`config.mk`:
```
export PLATFORM = sky130hd
export DESIGN_NAME = kpi_ram
export DESIGN_NICKNAME = d
export VERILOG_FILES = /design/src/rtl/core/kpi_ram.sv
export SDC_FILE = /design/constraint.sdc
export NUM_CORES = 1
export LEC_CHECK = 0
export BUFFER_PORTS_ARGS = -buffer_cell sky130_fd_sc_hd__buf_4
export CAP_MARGIN = 10
export CORE_AREA = 4 4 119 121
export CTS_CLUSTER_SIZE = 12
export DETAILED_ROUTE_END_ITERATION = 8
export DIE_AREA = 0 0 123 125
export GPL_TIMING_DRIVEN = 1
export HOLD_SLACK_MARGIN = 0.03
export PLACE_DENSITY = 0.54
export SLEW_MARGIN = 5
export SYNTH_ARGS = -nofsm -noshare
export SYNTH_HDL_FRONTEND = slang
export SYNTH_SLANG_ARGS = --single-unit
```
`constraint.sdc`:
```
create_clock -name clk -period 4.1 [get_ports clk]
set_input_delay 0.41 -clock clk [delete_from_list [all_inputs] [get_ports clk]]
set_output_delay 0.41 -clock clk [all_outputs]
set_load 0.005 [all_outputs]
```
`src/rtl/core/kpi_ram.sv`:
```
`default_nettype none

module kpi_ram #(
    parameter int WIDTH = 8,
    parameter int DEPTH = 16,
    localparam int AW = $clog2(DEPTH)
) (
    input  wire logic             clk,
    input  wire logic             we,
    input  wire logic [AW-1:0]    waddr,
    input  wire logic [WIDTH-1:0] wdata,
    input  wire logic [AW-1:0]    raddr,
    output logic      [WIDTH-1:0] rdata
);

    logic [WIDTH-1:0] mem [DEPTH];
    logic [WIDTH-1:0] rdata_reg;

    always_ff @(posedge clk)
    begin
        if (we)
        begin
            mem[waddr] <= wdata;
        end
        rdata_reg <= mem[raddr];
    end

    assign rdata = rdata_reg;

endmodule

`default_nettype wire

```
==> qor.yml, run 1 <==
detailed_routing:
  drtPass1Iterations: 4
  antenna_left: 0
  viasPerCell: 5.13
  vias: 2323
  routedWlPerCell_um: 22.7
  wl_um: 10300
  drc: 0
  first_iter_violations: 128
synth:
  synth_cells: 229
  syn_area_um2: 5150
  synth_cell_types: 19
  ys_warn_count: 0
  ys_ff_latch: 136
  syn_nets: 247
  syn_area_per_cell_um2: 22.5
  ys_seq_area_share_pct: 77.8
clocking:
  hold_buffers: 0
  cts_setup_buffers: 0
  numClockSinks: 136
  cts_made_buffers: 17
  clock_latency_ns: 0.41
  cts_tree: "yes"
  cts_max_path_buffers: 2
  cts.clk_slew.worst_paths_ns: 0.06
  cts_resized: 0
  cts_root_buf: "clkbuf_16"
  htree_levels: 4
pwr:
  switchingPower_mw: 0.621
  clkPwrFrac_pct: 46.2
  p_int_mw: 2.56
  p_comb_share_pct: 4.6
  power_density_nw_per_um2: 523
  swShare_pct: 19.5
  total_power_mw: 3.18
  peakVddDrop_mv: 0.298
  seqPwrFrac_pct: 49.1
  leakagePower_nw: 2.02
final_layout:
  final_core_util_pct: 46.5
  nFillCells: 1087
  stdcell_area_um2: 6080
  largest_reg_flops: 128
  multi_input_area_um2: 1070
  final_cell_mix: "edfxtp_1, buf_4, clkbuf_16, mux4_2, a22oi_1"
  final_common_cell: "edfxtp_1"
  nNetsFinal: 282
  syn_to_final_growth_pct: 18.1
  regArea_um2: 4000
  antennaDiodeCount: 0
  drive_above_1_share_pct: 27.8
timing:
  setup_viol: 0
  tightest_slew_ns: 1.25
  fin_crit_sh_pct: 48.8
  rsz0062_at_grt: "false"
  final_max_slew_viol_count: 0
  setup_tns_ns: 0
  fin_hold_ws_ns: 0.314
  hold_viol: 0
  max_freq_mhz: 500
  maxSlewHeadroom_pct: 15.9
  period_needed_ns: 2.00
  fin_skew_ns: 0.00787
global_route:
  grt_max_degree: 33
  overflow: 0
  first_global_vias: 2408
  grt_usage_pct: 14.4
  antenna_found_initial: 0
  grt_pass1_wl_um: 15400
hold_path:
  hp-class: "input port to flip-flop"
worst_setup_path:
  end_kind: "flip-flop"
  max_stage_delay_ns: 0.97
  path_buf_inv: 1
  cp_cell_sequence: "buf_4 > or3b_2 > nor3_1"
  cp.arrival_ns: 2.02
  critPathLaunchType: "input port"
  worstSetupPathType: "input port to flip-flop"
  critPathTopFamily: "simple AND/OR/NAND/NOR gates"
  crit_path_max_fanout: 8
  required_ns: 4.12
  crit_slowest_cell: "nor3_1"
placed_design:
  dp_hpwl_um: 6140
  gp_congestion: 0.690
  io_buffer_count: 25
  postPlaceCellArea_um2: 5490
floorplanning:
  start_util_pct: 39.3
  rows: 42
  die_h_um: 125
  dieArea_um2: 15400
  core-area_um2: 13100
  die_w_um: 123
  io-pin-count: 26
run_status:
  status: "complete, no violations"
run:
  drv_cap: 0
logic make-up (layout without fill, tap and decap cells):
group,count (synthesis),in the layout,share of synthesized area (%)
AO/OA/AOI/OAI,16,16,2.33
buffers and inverters,10,58,1.68
flip-flops,136,136,77.8
multiplexers,32,32,15.0
AND/OR/NAND/NOR,35,35,3.18
metrics by stage:
stage	cells	worst slack, ns
detailed placement	421	1.69
CTS	453	2.13
global placement	421	1.75
finish	453	2.10
global route	453	2.08
floorplan	229	2.20
worst reg2reg max path: stages (launching register included):
cell and delay [ns]:
edfxtp_1 0.37, mux4_2 0.46, a22oi_1 0.25, nand2_1 0.17
metal layers:
metal,wire (µm),vias to the layer above,GRT usage [%]
li1,-,1044,-
met1,4630,1207,20.3
met2,4910,67,20.7
met3,684,5,5.96
met4,61,0,4.30
met5,0,-,0
synth_stat cells:
master	instances	area share, %
nor3_1	4	0.39
a22oi_1	16	2.3
buf_4	1	0.15
nand3b_1	2	0.29
buf_2	3	0.29
nand2b_1	2	0.24
and2_1	1	0.12
or3b_2	1	0.17
dfxtp_1	8	3.1
mux4_2	18	7.9
edfxtp_1	128	75
and2b_1	1	0.15
mux4_1	14	7.1
clkdlybuf4s25_2	3	0.58
nand2_1	9	0.66
nor2b_1	1	0.12
buf_6	3	0.66
nand3_1	1	0.097
nor2_1	13	0.95
power by group through the flow:
stage,logic (mW),registers (mW),clock network [mW]
after floorplan,0.0789,1.59,0
after global placement,0.147,1.59,0
after detailed placement,0.150,1.59,0
after CTS,0.150,1.56,1.50
after global routing,0.161,1.57,1.57
final,0.148,1.56,1.47
path summary, 6_finish.rpt:
check / startpoint / to / slack [ns] / cells after the start
worst max-delay path: waddr[2] / mem[0][5] / 2.10 / 3
worst min-delay path: wdata[1] / mem[13][1] / 0.31 / 1
worst max register to register: mem[0][7] / rdata[7] / 2.71 / 3
worst min register to register: mem[15][5] / rdata[5] / 0.67 / 3
final cells by class:
cell class | instances | area share, %
well taps | 176 | 3.62
flip-flops and latches | 136 | 65.9
clock buffers | 26 | 9.26
multi-input cells | 83 | 17.6
clock inverters | 6 | 0.494
repair buffers | 26 | 3.21
Note: power is estimated with default switching activity, not from simulation.
==> inputs of run 2 (changes only) <==
--- a/config.mk
+++ b/config.mk
@@ -5,12 +5,13 @@
 export SDC_FILE = /design/constraint.sdc
 export NUM_CORES = 1
 export LEC_CHECK = 0
+export ABC_AREA = 1
 export BUFFER_PORTS_ARGS = -buffer_cell sky130_fd_sc_hd__buf_4
 export CAP_MARGIN = 10
-export CORE_AREA = 4 4 119 121
+export CORE_AREA = 4 4 126 128
 export CTS_CLUSTER_SIZE = 12
 export DETAILED_ROUTE_END_ITERATION = 8
-export DIE_AREA = 0 0 123 125
+export DIE_AREA = 0 0 130 132
 export GPL_TIMING_DRIVEN = 1
 export HOLD_SLACK_MARGIN = 0.03
 export PLACE_DENSITY = 0.54
==> constraint.sdc (replaced) <==
create_clock -name clk -period 1.95 [get_ports clk]
set_input_delay 0.195 -clock clk [delete_from_list [all_inputs] [get_ports clk]]
set_output_delay 0.195 -clock clk [all_outputs]
set_load 0.005 [all_outputs]
==> qor.yml, run 2 <==
placed_design:
  dp_hpwl_um: 8120  # was 6140 µm
  io_buffer_count: 25  # unchanged
  gp_congestion: 0.802  # was 0.690
  postPlaceCellArea_um2: 6180  # was 5490 µm²
detailed_routing:
  vias: 3741  # was 2323
  first_iter_violations: 380  # was 128
  drc: 0  # unchanged
  wl_um: 13200  # was 10300 µm
  viasPerCell: 4.74  # was 5.13
  routedWlPerCell_um: 16.7  # was 22.7 µm
  drtPass1Iterations: 5  # was 4
  antenna_left: 0  # unchanged
synth:
  yosysMostFrequentCell: "nand2_1"  # was edfxtp_1
  ys_ff_latch: 136  # unchanged
  synth_ff_type: "edfxtp_1"  # unchanged
  async_flop_share_pct: 0  # unchanged
  syn_nets: 569  # was 247
  syn_area_um2: 5770  # was 5150 µm²
  synth_enable_flop_cells: 128  # unchanged
  yosysTopAreaCell: "edfxtp_1"  # unchanged
  synth_common_cells: "nand2_1, edfxtp_1, inv_1, nand3_1, nor2_1"  # was edfxtp_1, mux4_2, a22oi_1, mux4_1, nor2_1
  synth_top_area_share_pct: 66.7  # was 74.7%
  synth_cell_types: 12  # was 19
  synth_cells: 551  # was 229
  ys_warn_count: 0  # unchanged
  ys_seq_area_share_pct: 69.4  # was 77.8%
  ys_top_cells_by_area: "edfxtp_1, nand2_1, nand3_1, inv_1, dfxtp_1"  # was edfxtp_1, mux4_2, mux4_1, dfxtp_1, a22oi_1
  syn_area_per_cell_um2: 10.5  # was 22.5 µm²
floorplanning:
  io-pin-count: 26  # unchanged
  rows: 45  # was 42
  start_util_pct: 38.8  # was 39.3%
  die_h_um: 132  # was 125 µm
  die_w_um: 130  # was 123 µm
  dieArea_um2: 17200  # was 15400 µm²
  core-area_um2: 14900  # was 13100 µm²
clocking:
  cts_resized: 0  # unchanged
  numClockSinks: 136  # unchanged
  cts.clk_slew.worst_paths_ns: 0.05  # was 0.06 ns
  clock_latency_ns: 0.42  # was 0.41 ns
  cts_made_buffers: 17  # unchanged
  cts_root_buf: "clkbuf_16"  # unchanged
  hold_buffers: 0  # unchanged
  cts_max_path_buffers: 2  # unchanged
  cts_setup_buffers: 0  # unchanged
  htree_levels: 4  # unchanged
  cts_tree: "yes"  # unchanged
worst_setup_path:
  rr_worst_depth: 6  # was 3
  crit_slowest_cell: "dfxtp_1"  # was nor3_1
  worstReg2RegEnd: "rdata[7]"  # unchanged
  crit_path_max_fanout: 1  # was 8
  required_ns: 1.75  # was 4.12 ns
  path_buf_inv: 1  # unchanged
  cp_cell_sequence: "buf_4"  # was buf_4 > or3b_2 > nor3_1
  worst-r2r-setup-slack_ns: 0.91  # was 2.71 ns
  worstSetupPathType: "flip-flop to primary output"  # was input port to flip-flop
  timing.rr.start: "mem[1][7]"  # was mem[0][7]
  critPathTopFamily: "flip-flops"  # was simple AND/OR/NAND/NOR gates
  end_kind: "primary output"  # was flip-flop
  max_stage_delay_ns: 0.37  # was 0.97 ns
  cp.arrival_ns: 0.91  # was 2.02 ns
  critPathLaunchType: "flip-flop"  # was input port
timing:
  setup_viol: 0  # unchanged
  final_max_slew_viol_count: 0  # unchanged
  setup_tns_ns: 0  # unchanged
  maxSlewHeadroom_pct: 58.0  # was 15.9%
  rsz0062_at_grt: "false"  # unchanged
  fin_skew_ns: 0.0118  # was 0.00787 ns
  tightest_slew_ns: 0.629  # was 1.25 ns
  fin_crit_sh_pct: 56.9
  max_freq_mhz: 901
  fin_hold_ws_ns: 0.116  # was 0.314 ns
  hold_viol: 0  # unchanged
  period_needed_ns: 1.11
pwr:
  peakVddDrop_mv: 0.680  # was 0.298 mV
  seqPwrFrac_pct: 48.2  # was 49.1%
  p_comb_share_pct: 6.1  # was 4.6%
  swShare_pct: 20.8  # was 19.5%
  power_density_nw_per_um2: 1010  # was 523 nW/µm²
  clkPwrFrac_pct: 45.7  # was 46.2%
  switchingPower_mw: 1.42  # was 0.621 mW
  total_power_mw: 6.83  # was 3.18 mW
  leakagePower_nw: 2.93  # was 2.02 nW
  p_int_mw: 5.41  # was 2.56 mW
hold_path:
  min_to: "rdata[1]"  # was mem[13][1]
  hp-class: "input port to flip-flop"  # unchanged
  hold_depth: 3  # was 1
  hp-start: "raddr[3]"  # was wdata[1]
final_layout:
  nFillCells: 1410  # was 1087
  largest_reg_flops: 128  # unchanged
  syn_to_final_growth_pct: 17.4  # was 18.1%
  antennaDiodeCount: 0  # unchanged
  stdcell_area_um2: 6770  # was 6080 µm²
  regArea_um2: 4000  # unchanged
  multi_input_area_um2: 1210  # was 1070 µm²
  drive_above_1_share_pct: 12.5  # was 27.8%
  final_common_cell: "nand2_1"  # was edfxtp_1
  nNetsFinal: 607  # was 282
  final_cell_mix: "nand2_1, edfxtp_1, inv_1, nand3_1, buf_4"  # was edfxtp_1, buf_4, clkbuf_16, mux4_2, a22oi_1
  final_core_util_pct: 45.5  # was 46.5%
global_route:
  antenna_found_initial: 0  # unchanged
  overflow: 0  # unchanged
  grt_pass1_wl_um: 20600  # was 15400 µm
  grt_max_degree: 65  # was 33
  first_global_vias: 3628  # was 2408
  grt_usage_pct: 16.4  # was 14.4%
run:
  drv_cap: 0  # unchanged
run_status:
  status: "complete, no violations"  # unchanged
==> run 2: cell types whose count changed after synthesis, moves of 3 or more <==
cell | previous run | this run
inv_1 | 0 | 100
buf_2 | 3 | 13
nor2_1 | 13 | 17
mux4_1 | 14 | 0
buf_4 | 1 | 4
nand3_1 | 1 | 97
buf_6 | 3 | 6
mux4_2 | 18 | 0
a22oi_1 | 16 | 0
clkdlybuf4s25_2 | 3 | 0
nor3_1 | 4 | 0
nand2_1 | 9 | 173
==> run 2: per-layer routing <==
metal | GRT usage, % | share of wire, %
met1 | 22.3 | 46
met4 | 4.79 | 0.95
met5 | 0 | 0
met2 | 25.9 | 49
met3 | 4.29 | 4.6
==> run 2: worst max path at each step <==
stage	start	to	cells after the start
finish	rdata[3]	rdata[3]	1
global route	mem[1][7]	rdata[7]	6
CTS	rdata[4]	rdata[4]	1
detailed placement	waddr[3]	mem[6][6]	4
global placement	waddr[0]	mem[6][6]	5
floorplan	waddr[2]	mem[10][0]	2
==> run 2: tightest hold or removal path: cells and delay by family <==
family	cells	cell delay, ns
buffers and inverters	1	0.16
and+or+nand+nor	2	0.14
==> run 2: kinds of logic after synthesis <==
group	Yosys count	synth area share [%]
buf+inv	126	9.52
flops	136	69.4
simple gates	289	21.0
==> run 2: power groups by stage <==
stage | logic, mW | registers, mW | clock network [mW]
detailed placement | 0.420 | 3.35 | 0
CTS | 0.422 | 3.29 | 3.16
floorplan | 0.231 | 3.35 | 0
finish | 0.415 | 3.29 | 3.12
global placement | 0.419 | 3.35 | 0
global route | 0.464 | 3.30 | 3.32
==> run 2: cell type report <==
cell class	count	area share [%]
well taps	188	3.48
clock inverters	9	1.44
multi-input cells	289	17.9
clock buffers	23	7.21
flip-flops and latches	136	59.1
inverters	102	5.66
repair buffers	43	5.14
==> run 2: per-stage QoR <==
step	setup WS, ns	instances
after global routing	0.790	790
after CTS	0.821	790
after global placement	0.472	758
after floorplan	0.804	551
after detailed placement	0.467	758
final	0.841	790
